$ cat config.mk
export PLATFORM = sky130hd
export DESIGN_NAME = base64_codec_unit
export DESIGN_NICKNAME = d
export VERILOG_FILES = /design/src/sv/b64_pkg.sv /design/src/sv/b64_front.sv /design/src/sv/b64_queue.sv /design/src/sv/b64_back.sv /design/src/sv/base64_codec_unit.sv
export SDC_FILE = /design/constraint.sdc
export NUM_CORES = 1
export LEC_CHECK = 0
export ABC_CLOCK_PERIOD_IN_PS = 5950
export BUFFER_PORTS_ARGS = -buffer_cell sky130_fd_sc_hd__buf_2
export CORE_ASPECT_RATIO = 1.75
export CORE_UTILIZATION = 67
export CTS_BUF_LIST = sky130_fd_sc_hd__clkbuf_4 sky130_fd_sc_hd__clkbuf_8
export DETAILED_ROUTE_END_ITERATION = 8
export HOLD_SLACK_MARGIN = 0.08
export PLACE_DENSITY = 0.85
export SLEW_MARGIN = 30
export SYNTH_ARGS = -nofsm -noshare
export SYNTH_HDL_FRONTEND = slang
export SYNTH_SLANG_ARGS = --single-unit
$ cat constraint.sdc
create_clock -name clk -period 5.95 [get_ports clk]
set_input_delay 0.2975 -clock clk [delete_from_list [all_inputs] [get_ports clk]]
set_output_delay 0.2975 -clock clk [all_outputs]
set_load 0.05 [all_outputs]
$ cat src/sv/b64_pkg.sv
// Shared types, constants and alphabet functions for the Base64 codec.
package b64_pkg;

  localparam logic [7:0] PAD_CHAR = 8'h3D;

  localparam logic DIR_ENCODE = 1'b0;
  localparam logic DIR_DECODE = 1'b1;

  typedef struct packed {
    logic [3:0][7:0] chars;
    logic            multi;
    logic            has_data;
    logic            msg_end;
  } job_t;

  function automatic logic [7:0] b64_char(input logic [5:0] v);
    logic [7:0] c;
    if (v < 6'd26) begin
      c = 8'h41 + {2'b00, v};
    end else if (v < 6'd52) begin
      c = 8'h61 + {2'b00, v} - 8'd26;
    end else if (v < 6'd62) begin
      c = 8'h30 + {2'b00, v} - 8'd52;
    end else if (v == 6'd62) begin
      c = 8'h2B;
    end else begin
      c = 8'h2F;
    end
    return c;
  endfunction

  // Bit 6 is set when the character belongs to the alphabet.
  function automatic logic [6:0] b64_sextet(input logic [7:0] ch);
    logic [6:0] r;
    r = 7'd0;
    if (ch inside {[8'h41:8'h5A]}) begin
      r = {1'b1, 6'(ch - 8'h41)};
    end else if (ch inside {[8'h61:8'h7A]}) begin
      r = {1'b1, 6'(ch - 8'h61 + 8'd26)};
    end else if (ch inside {[8'h30:8'h39]}) begin
      r = {1'b1, 6'(ch - 8'h30 + 8'd52)};
    end else if (ch == 8'h2B) begin
      r = {1'b1, 6'd62};
    end else if (ch == 8'h2F) begin
      r = {1'b1, 6'd63};
    end
    return r;
  endfunction

endpackage

$ cat src/sv/b64_front.sv
// Front end: accepts items, keeps the codec state and builds output jobs.
module b64_front (
  input  logic          clk,
  input  logic          rst,
  input  logic          cfg_write,
  input  logic          cfg_data,
  input  logic          req_valid,
  output logic          req_stall,
  input  logic [7:0]    in_byte,
  input  logic          msg_last,
  output b64_pkg::job_t job,
  output logic          job_push,
  input  logic          job_full
);
  import b64_pkg::*;

  logic            direction;
  logic [1:0][7:0] held_bytes;
  logic [1:0][7:0] held_bytes_next;
  logic [1:0]      held_count;
  logic [1:0]      held_count_next;
  logic [13:0]     bit_accum;
  logic [13:0]     bit_accum_next;
  logic [3:0]      bit_count;
  logic [3:0]      bit_count_next;
  logic            pad_seen;
  logic            pad_seen_next;

  logic            accept;
  logic            make_job;
  logic [23:0]     group;
  logic [6:0]      sx;
  logic [13:0]     acc_shift;
  logic [3:0]      cnt_add;
  logic [13:0]     shifted;

  assign req_stall = job_full;
  assign accept    = req_valid && !job_full;
  assign job_push  = accept && make_job;

  always_comb begin
    held_bytes_next = held_bytes;
    held_count_next = held_count;
    bit_accum_next  = bit_accum;
    bit_count_next  = bit_count;
    pad_seen_next   = pad_seen;
    make_job        = 1'b0;
    job             = '0;
    job.msg_end     = msg_last;
    group           = 24'd0;
    sx              = b64_sextet(in_byte);
    acc_shift       = {bit_accum[7:0], sx[5:0]};
    cnt_add         = bit_count + 4'd6;
    shifted         = acc_shift >> (cnt_add - 4'd8);
    if (direction == DIR_ENCODE) begin
      if (held_count < 2'd2 && !msg_last) begin
        held_bytes_next[held_count[0]] = in_byte;
        held_count_next = held_count + 2'd1;
      end else begin
        case (held_count)
          2'd0:    group = {in_byte, 16'd0};
          2'd1:    group = {held_bytes[0], in_byte, 8'd0};
          default: group = {held_bytes[0], held_bytes[1], in_byte};
        endcase
        make_job        = 1'b1;
        job.multi       = 1'b1;
        job.has_data    = 1'b1;
        job.chars[0]    = b64_char(group[23:18]);
        job.chars[1]    = b64_char(group[17:12]);
        job.chars[2]    = (held_count != 2'd0) ? b64_char(group[11:6]) : PAD_CHAR;
        job.chars[3]    = (held_count == 2'd2) ? b64_char(group[5:0]) : PAD_CHAR;
        held_bytes_next = '0;
        held_count_next = 2'd0;
      end
    end else begin
      if (!pad_seen) begin
        if (in_byte == PAD_CHAR) begin
          pad_seen_next = 1'b1;
        end else if (sx[6]) begin
          bit_accum_next = acc_shift;
          bit_count_next = cnt_add;
          if (cnt_add >= 4'd8) begin
            bit_count_next = cnt_add - 4'd8;
            make_job       = 1'b1;
            job.has_data   = 1'b1;
            job.chars[0]   = shifted[7:0];
          end
        end
      end
      if (msg_last) begin
        make_job = 1'b1;
      end
    end
    if (msg_last) begin
      held_bytes_next = '0;
      held_count_next = 2'd0;
      bit_accum_next  = 14'd0;
      bit_count_next  = 4'd0;
      pad_seen_next   = 1'b0;
    end
  end

  always_ff @(posedge clk) begin
    if (rst) begin
      direction  <= DIR_ENCODE;
      held_bytes <= '0;
      held_count <= 2'd0;
      bit_accum  <= 14'd0;
      bit_count  <= 4'd0;
      pad_seen   <= 1'b0;
    end else if (cfg_write) begin
      direction  <= cfg_data;
      held_bytes <= '0;
      held_count <= 2'd0;
      bit_accum  <= 14'd0;
      bit_count  <= 4'd0;
      pad_seen   <= 1'b0;
    end else if (accept) begin
      held_bytes <= held_bytes_next;
      held_count <= held_count_next;
      bit_accum  <= bit_accum_next;
      bit_count  <= bit_count_next;
      pad_seen   <= pad_seen_next;
    end
  end

endmodule

$ cat src/sv/b64_queue.sv
// Short job queue between the front end and the output sequencer.
module b64_queue #(
  parameter int DEPTH = 4
) (
  input  logic          clk,
  input  logic          rst,
  input  logic          push,
  input  b64_pkg::job_t push_data,
  output logic          full,
  input  logic          pop,
  output b64_pkg::job_t pop_data,
  output logic          empty
);
  import b64_pkg::*;

  localparam int PTR_W = (DEPTH > 1) ? $clog2(DEPTH) : 1;
  localparam int CNT_W = $clog2(DEPTH + 1);

  job_t             mem [DEPTH];
  logic [PTR_W-1:0] wr_ptr;
  logic [PTR_W-1:0] rd_ptr;
  logic [CNT_W-1:0] count;

  assign full     = (count == CNT_W'(DEPTH));
  assign empty    = (count == '0);
  assign pop_data = mem[rd_ptr];

  always_ff @(posedge clk) begin
    if (push) begin
      mem[wr_ptr] <= push_data;
    end
  end

  always_ff @(posedge clk) begin
    if (rst) begin
      wr_ptr <= '0;
      rd_ptr <= '0;
      count  <= '0;
    end else begin
      if (push) begin
        wr_ptr <= (wr_ptr == PTR_W'(DEPTH - 1)) ? '0 : wr_ptr + 1'b1;
      end
      if (pop) begin
        rd_ptr <= (rd_ptr == PTR_W'(DEPTH - 1)) ? '0 : rd_ptr + 1'b1;
      end
      if (push && !pop) begin
        count <= count + 1'b1;
      end else if (pop && !push) begin
        count <= count - 1'b1;
      end
    end
  end

`ifndef SYNTHESIS
  a_no_overflow: assert property (@(posedge clk) disable iff (rst) push |-> !full || pop)
    else $error("Job queue written while full.");
  a_no_underflow: assert property (@(posedge clk) disable iff (rst) pop |-> !empty)
    else $error("Job queue read while empty.");
  a_count_range: assert property (@(posedge clk) disable iff (rst)
    count <= CNT_W'(DEPTH))
    else $error("Job queue count out of range.");
`endif

endmodule

$ cat src/sv/b64_back.sv
// Output sequencer: expands each job into one or four result items.
module b64_back (
  input  logic          clk,
  input  logic          rst,
  input  b64_pkg::job_t job_data,
  input  logic          job_empty,
  output logic          job_pop,
  output logic          rsp_valid,
  input  logic          rsp_stall,
  output logic [7:0]    out_byte,
  output logic          has_data,
  output logic          run_last,
  output logic          msg_end
);
  import b64_pkg::*;

  job_t       cur;
  logic       busy;
  logic [1:0] idx;
  logic       fire;
  logic       last_res;

  assign fire     = busy && !rsp_stall;
  assign last_res = !cur.multi || (idx == 2'd3);
  assign job_pop  = !job_empty && (!busy || (fire && last_res));

  assign rsp_valid = busy;
  assign out_byte  = cur.chars[idx];
  assign has_data  = cur.has_data;
  assign run_last  = last_res;
  assign msg_end   = cur.msg_end;

  always_ff @(posedge clk) begin
    if (job_pop) begin
      cur <= job_data;
    end
  end

  always_ff @(posedge clk) begin
    if (rst) begin
      busy <= 1'b0;
      idx  <= 2'd0;
    end else if (job_pop) begin
      busy <= 1'b1;
      idx  <= 2'd0;
    end else if (fire) begin
      if (last_res) begin
        busy <= 1'b0;
      end else begin
        idx <= idx + 2'd1;
      end
    end
  end

`ifndef SYNTHESIS
  a_empty_marker: assert property (@(posedge clk) disable iff (rst)
    rsp_valid && !has_data |-> run_last && msg_end)
    else $error("Empty result item is not a message end.");
  a_idx_multi: assert property (@(posedge clk) disable iff (rst)
    busy && idx != 2'd0 |-> cur.multi)
    else $error("Result index advanced on a single-result job.");
  a_group_continues: assert property (@(posedge clk) disable iff (rst)
    fire && !last_res |=> rsp_valid && idx != 2'd0)
    else $error("Character group broken off before its last item.");
`endif

endmodule

$ cat src/sv/base64_codec_unit.sv
// Top level of the streaming Base64 codec.
//
//   port group   role     items
//   req_*        in       one data byte or character per item, msg_last marks end
//   rsp_*        out      one character or byte per item, with end flags
//   cfg_*        in       direction register write, 0 encode, 1 decode
//
// Each input item is taken in the same cycle that it is offered, when the job queue has room.
// Results leave at one per cycle while rsp_stall is low: four per encoded group,
// at most one per decoded item.
// Reset clears the direction to encode, the codec state and the job queue.
// Either side may stall; the job queue lets the front end run ahead by QUEUE_DEPTH jobs.
module base64_codec_unit #(
  parameter int QUEUE_DEPTH = 4
) (
  input  logic       clk,
  input  logic       rst,
  input  logic       cfg_write,
  input  logic       cfg_data,
  input  logic       req_valid,
  output logic       req_stall,
  input  logic [7:0] in_byte,
  input  logic       msg_last,
  output logic       rsp_valid,
  input  logic       rsp_stall,
  output logic [7:0] out_byte,
  output logic       has_data,
  output logic       run_last,
  output logic       msg_end
);
  import b64_pkg::*;

  job_t push_job;
  job_t pop_job;
  logic push;
  logic full;
  logic pop;
  logic empty;

  b64_front u_front (
    .clk       (clk),
    .rst       (rst),
    .cfg_write (cfg_write),
    .cfg_data  (cfg_data),
    .req_valid (req_valid),
    .req_stall (req_stall),
    .in_byte   (in_byte),
    .msg_last  (msg_last),
    .job       (push_job),
    .job_push  (push),
    .job_full  (full)
  );

  b64_queue #(
    .DEPTH (QUEUE_DEPTH)
  ) u_queue (
    .clk       (clk),
    .rst       (rst),
    .push      (push),
    .push_data (push_job),
    .full      (full),
    .pop       (pop),
    .pop_data  (pop_job),
    .empty     (empty)
  );

  b64_back u_back (
    .clk       (clk),
    .rst       (rst),
    .job_data  (pop_job),
    .job_empty (empty),
    .job_pop   (pop),
    .rsp_valid (rsp_valid),
    .rsp_stall (rsp_stall),
    .out_byte  (out_byte),
    .has_data  (has_data),
    .run_last  (run_last),
    .msg_end   (msg_end)
  );

endmodule

== After elaboration in Yosys (flattened, before gate mapping) ==
Memories as Yosys holds them, arrays and structs flattened. A register that Yosys moved wholly into a read port is not among the register bits.
Index checks and enable logic that the tools add are counted.

* Add/subtract/negate cells: 33
* $lt $le $gt $ge: 23
* Eq/ne operators: 16
* Shifts and indexed selects: 1
* Mux-type cells: 77
* Bitwise operators: 1
* Reductions and logical operators: 37

{| class="wikitable"
|+ Operators with widths
! cell !! count
|-
| two-way mux 8 bit || 26
|-
| two-way mux 24 bit || 3
|-
| adder 7 x 6 -> 8 bit (first input constant) || 8
|-
| < comparator 6 bit (second input constant) || 8
|-
| two-way mux 16 bit || 3
|-
| case mux 24 bit (2 select lines) || 1
|-
| two-way mux 7 bit || 5
|-
| two-way mux 34 bit || 1
|-
| subtractor 8 x 5 -> 8 bit (second input constant) || 4
|-
| subtractor 8 x 6 -> 8 bit (second input constant) || 4
|-
| adder 6 x 6 -> 7 bit (first input constant) || 4
|-
| equality test 6 bit (second input constant) || 4
|-
| equality test 8 x 6 -> 1 bit (second input constant) || 3
|-
| < comparator 6 x 5 -> 1 bit (second input constant) || 4
|-
| two-way mux 4 bit || 6
|-
| two-way mux 1 bit || 18
|-
| two-way mux 3 bit || 6
|-
| binary-select mux 8 bit (select 2 bit) || 1
|-
| bitwise mux 16 bit || 1
|-
| greater-or-equal comparator 8 x 7 -> 1 bit (second input constant) || 2
|-
| less-or-equal comparator 8 x 7 -> 1 bit (second input constant) || 2
|-
| right shift 14 x 4 -> 8 bit || 1
|-
| logical AND 1 bit || 12
|-
| nonzero test 2 bit || 6
|-
| 30 further kinds || 55
|}

* Flip-flop bits (word level): 42
* RAM bits: 140
* Input port bits: 15
* Output and inout port bits: 13
* Logic and storage cells: 201
* Memories kept: 1

{| class="wikitable"
|+ Memory list
! memory !! words !! width !! rd ports !! clocked after memory_dff !! write ports !! line !! text
|-
| u_queue.mem || 4 || 35 || 1 || 1 || 1 || b64_queue.sv:19 || <nowiki>job_t mem [DEPTH];</nowiki>
|}

== Depth between registers and ports, before layout ==
* Depth in word-level cells: 16
* Gate-level depth with buffers: 15
* Gate-level depth less buffers: 13

== Modules after synthesis ==
A second synthesis with hierarchy kept.

* Cell total of the unflattened synthesis: 859
* Area, all modules: 10983.0 sq um

{| class="wikitable"
|+ Modules (own cells, without submodules)
! module !! instances !! cells an instance !! area an instance (sq um) !! seq. area each (sq um)
|-
| b64_queue || 1 || 227 || 5542.8 || 4384.2
|-
| b64_front || 1 || 572 || 4043.9 || 620.6
|-
| b64_back || 1 || 60 || 1396.3 || 1111.1
|}

== Least setup slack after synthesis ==
No wires, ideal clock.

* Path type: input port to flip-flop
* From: input port in_byte[3]
* To: memory u_queue.mem[0][0] (netlist name) (enable)
* Library setup time: 396 ps
* Arrival: 2870 ps
* Required time: 5554 ps
* Path slack: 2684 ps
* Stages on the path: 9
* Buffers on the path: 2
* Path through: buf_2 clkbuf_1 inv_1 ha_1 nor2b_1 o21a_1 o32a_1 o21ai_1 and3_1

* Cells in the longest elaborated chain, start to end: 14
* Elaborated cells on any way between the ends: 25
* Those cells by class: 6 x order compare; 3 x eq/ne; 12 x mux; 4 x reduce/logical

{| class="wikitable"
|+ RTL lines
! element !! line !! text
|-
| from (decl) || base64_codec_unit.sv:22 || <nowiki>input logic [7:0] in_byte,</nowiki>
|-
| parallel branches: the longest is 7 deep, another holds greater-or-equal comparator 8 x 6 -> 1 bit || n/a ||
|-
| two-way mux 1 bit * || b64_front.sv:77 || <nowiki>if (in_byte == PAD_CHAR) begin</nowiki>
|-
| two-way mux 1 bit * || b64_front.sv:76 || <nowiki>if (!pad_seen) begin</nowiki>
|-
| two-way mux 1 bit * || b64_front.sv:90 || <nowiki>if (msg_last) begin</nowiki>
|-
| two-way mux 1 bit * || b64_front.sv:55 || <nowiki>if (direction == DIR_ENCODE) begin</nowiki>
|-
| logical AND 1 bit * || b64_front.sv:39 || <nowiki>assign job_push = accept && make_job;</nowiki>
|-
| two-way mux 1 bit * || b64_queue.sv:29 || <nowiki>if (push) begin</nowiki>
|-
| two-way mux 1 bit (implied by the code) * || b64_queue.sv:30 || <nowiki>mem[wr_ptr] <= push_data;</nowiki>
|-
| to (decl) || b64_queue.sv:19 ||
|}

Every way passes the cells marked *.

==> reports/results.env <==
FINALNETCOUNT=1023
VIASPERCELL=6.54
WORST-ENDPOINT-ARRIVAL_PS=4380
DESIGN.CORE.AREA_SQ_MM=0.0165
RUN_STATUS='completed'
FINAL.SETUP_SKEW_PS=17.6
WORSTSETUPSTARTPOINTTYPE='register'
CTS-ROOT-BUF='sky130_fd_sc_hd__clkbuf_8'
SYNTH-SEQ-CELLS=216
SYNTH-EDFF-COUNT=175
DIE_W_MICRONS=101
ANTENNA_FOUND_INITIAL=0
REG2REG_FROM='u_front.held_count[1]'
SYNTH.AVG_CELL_AREA_SQ_UM=12.3
CLKLATENCYLATEPIN_PS=550
FINAL.PERIOD_UTILIZATION=0.686
TIMING.HOLD.WORST_ENDPOINT='u_back.rsp_valid'
PWR_DENSITY_CELL_mW_PER_MM2=350
WL_MICRONS=26000
SYNTH_CELL_TYPES=81
POST_CTS_RESIZE_COUNT=0
GLOBAL_ROUTE.USAGE.TOTAL=0.307
CLOCK_SINKS=216
CTS_TREE='built'
WORSTREGTOREGCELLS=11
PLACEMENT.IO_BUFFERS=27
SYNTHFLOPTYPE='sky130_fd_sc_hd__edfxtp_1'
YOSYS-TOP-CELLS-AREA='sky130_fd_sc_hd__edfxtp_1 (46%), sky130_fd_sc_hd__mux4_2 (8.9%), sky130_fd_sc_hd__dfxtp_1 (7.2%)'
MAXIMUM_COUNT_OF_CLOCK_BUFFERS_ALONG_A_SINGLE_PATH=3
NUMBER_OF_GLOBAL_ROUTE_VIAS_BEFORE_REPAIR=7626
CLOCK.FMAX_GHz=0.245
FIRST_PASS_ITERATION_COUNT_OF_THE_DETAILED_ROUTER=6
HP-CLASS='input port to register'
TOTAL_POWER_mW=4.34
YS.WARNINGS.COUNT=0
HOLD_VIOL_FINAL=0
STATIC-LEAKAGE-POWER_nW=4.40
CP_MAX_FO=23
DIE_HEIGHT_MICRONS=174
SLEW-LIMIT-HEADROOM=0.375
TIMING_MAX_TRANSITION_VIOLATIONS_FINAL=0
POST-DP-HPWL_MICRONS=18000
LAYOUT.CELL_AREA.NON_FILLER_SQ_MM=0.0124
DRV_CAP=0
IO_PINS=28
NETLIST_AREA_SQ_MM=0.0114
ROWS=62
DPL_CELL_AREA_SQ_MM=0.0117
DRCVIOLATIONCOUNT=0
GRT_FIRST_PASS_WIRELENGTH_MICRONS=41100
TIGHTEST_SLEW_PS=937
PERIOD_NEEDED_PS=4080
HTREEDEPTH=1
COMMONEST_CELLS_IN_THE_SYNTHESIZED_NETLIST='sky130_fd_sc_hd__edfxtp_1 (175), sky130_fd_sc_hd__nand2_1 (68), sky130_fd_sc_hd__ha_1 (60)'
CRITICALPATHCATEGORY='register to register'
N_ANTENNA_CELL=0
GRT_SETUP_UNREPAIRED='false'
DRIVE_GT1_FRAC=0.163
REG2REG_TO='u_queue.mem[1][14]'
HOLD_PATH_DEPTH=3
CTS_BUFFERS=31
NET_COUNT_OF_THE_MAPPED_NETLIST=999
AREA_GROWTH_PCT=8.87
GRT-OVFL-TOTAL=0
PATH_CLK_SLEW_PS=70
INITIALDRTVIOLATIONCOUNT=810
POSTSYNTHCELLCOUNT=923
DRT.ANTENNA.VIOLATING_NETS=0
FIN_HOLD_WS_PS=112
INITIAL_CORE_UTIL=0.689
GRT_MAX_DEGREE=39
ROUTE.VIAS.TOTAL=7814
SETUP.REG_TO_REG.WORST_SLACK_PS=1870
CRITICAL_PATH_REQUIRED_PS=6240
YOSYSMOSTFREQUENTCELL='sky130_fd_sc_hd__edfxtp_1'
SETUP-VIOLATIONS-FINAL=0
YOSYS.AREA.TOP_TYPE_SHARE=0.462
IR_WORST_VDD_V=0.000246
YOSYSSEQAREASHARE=0.534
GLOBALPLACE.CONGESTION=0.961
SYNTH-ASYNC-RESET-RATIO=0
POST-SYNTH-TOP-AREA-CELL='sky130_fd_sc_hd__edfxtp_1'
WL_PER_CELL_MICRONS=21.8
SETUP-TNS-FINAL_PS=0
CTS.REPAIR_TIMING.SETUP_BUFFER_COUNT=0
SETUP.WORST_PATH.END_CLASS='register'
CTS_HOLD_BUFFERS=3
DIE-AREA_SQ_MM=0.0175
HP-START='rsp_stall'
-- worst max-delay path, cell delays in order (launching register included) --
cell and delay, ps:
sky130_fd_sc_hd__dfxtp_1 340, sky130_fd_sc_hd__inv_1 110, sky130_fd_sc_hd__ha_1 650, sky130_fd_sc_hd__nor2_1 370
sky130_fd_sc_hd__a22oi_1 520, sky130_fd_sc_hd__inv_1 240, sky130_fd_sc_hd__ha_1 320, sky130_fd_sc_hd__nand2_1 110
sky130_fd_sc_hd__o211a_1 310, sky130_fd_sc_hd__a311oi_1 80, sky130_fd_sc_hd__a311o_1 350, sky130_fd_sc_hd__a221oi_1 430
-- flip-flops by register name (all words and copies together) (netlist names) --
register / count
u_back.has_data: 1
u_front.bit_count: 3
u_queue.wr_ptr: 2
u_back.idx: 2
u_back.cur: 33
u_front.held_count: 2
u_queue.mem: 140
u_front.pad_seen: 1
u_front.held_bytes: 16
u_front.bit_accum: 8
u_queue.rd_ptr: 2
u_back.msg_end: 1
u_back.rsp_valid: 1
u_front.direction: 1
u_queue.count: 3
-- cell type report --
| class | count | area [sq um] |
|---|---|---|
| clock buffer | 46 | 552 |
| clock inverter | 11 | 134 |
| fill | 1029 | 4130 |
| inverter | 51 | 191 |
| multi-input combinational | 607 | 4910 |
| sequential | 216 | 6080 |
| tap | 224 | 280 |
| timing repair buffer | 40 | 240 |
-- power breakdown --
group	switching, mW	total (mW)	internal [mW]	leakage [nW]
Sequential	0.103	2.01	1.91	1.97
Combinational	0.682	1.06	0.382	2.08
Clock	0.536	1.26	0.726	0.356
-- cell families after synthesis --
kind of cell,count (synthesis),share of synthesized area
xor+xnor,28,0.0216
mux,60,0.103
simple gates,245,0.108
buf+inv,100,0.0351
compound gates,213,0.132
flops,216,0.534
fa+ha+maj,61,0.0677
-- worst max path at each step --
stage / from / endpoint / slack, ps / depth (start not counted)
after global placement: u_front.held_count[0] / u_queue.mem[0][14] / 1860 / 11
after CTS: u_front.held_count[0] / u_queue.mem[1][14] / 1640 / 11
after detailed placement: u_front.held_count[0] / u_queue.mem[3][14] / 1670 / 11
after floorplan: in_byte[3] / u_queue.mem[0][0] / 2680 / 9
after global routing: u_front.held_count[1] / u_queue.mem[1][14] / 1440 / 11
final: u_front.held_count[1] / u_queue.mem[1][14] / 1870 / 11
-- placed cells by master, fill, tap and decap left out, drive strengths merged, types with 5 or more instances in the layout --
cell    netlist  layout
edfxtp      175     175
nand2        69      69
ha           60      60
nor2         54      54
inv          50      51
a21oi        50      50
clkbuf       26      47
mux4         45      45
o21ai        45      45
dfxtp        41      41
buf          23      36
nor3         25      25
xnor2        19      19
a22o         17      17
nor2b        16      16
nand3        13      13
a31oi        12      12
mux2i        12      12
nand2b       11      11
and3          9       9
xor2          9       9
nor3b         9       9
nor4          9       9
a22oi         9       9
o211ai        8       8
a211oi        7       7
or3           7       7
clkinv        1       7
a311oi        6       6
a221oi        6       6
o21a          5       5
or3b          5       5
o221ai        5       5
-- stage by stage --
| step | std cells | utilization | setup slack, ps |
|---|---|---|---|
| 2_1_floorplan | 923 | - | 2680 |
| 3_3_place_gp | 1134 | 0.705 | 1860 |
| 3_5_place_dp | 1134 | 0.706 | 1670 |
| 4_1_cts | 1194 | 0.749 | 1640 |
| 5_1_grt | 1195 | 0.750 | 1440 |
| 6_report | 1195 | 0.750 | 1870 |
-- per-layer routing --
| metal | up-vias | global-route usage | share of wire |
|---|---|---|---|
| met5 | - | 0 | 0 |
| met4 | 0 | 0.115 | 0.032 |
| met3 | 59 | 0.0410 | 0.054 |
| met2 | 326 | 0.543 | 0.53 |
| met1 | 3829 | 0.379 | 0.38 |
| li1 | 3600 | - | - |
Note: power is estimated with default switching activity, not from simulation.
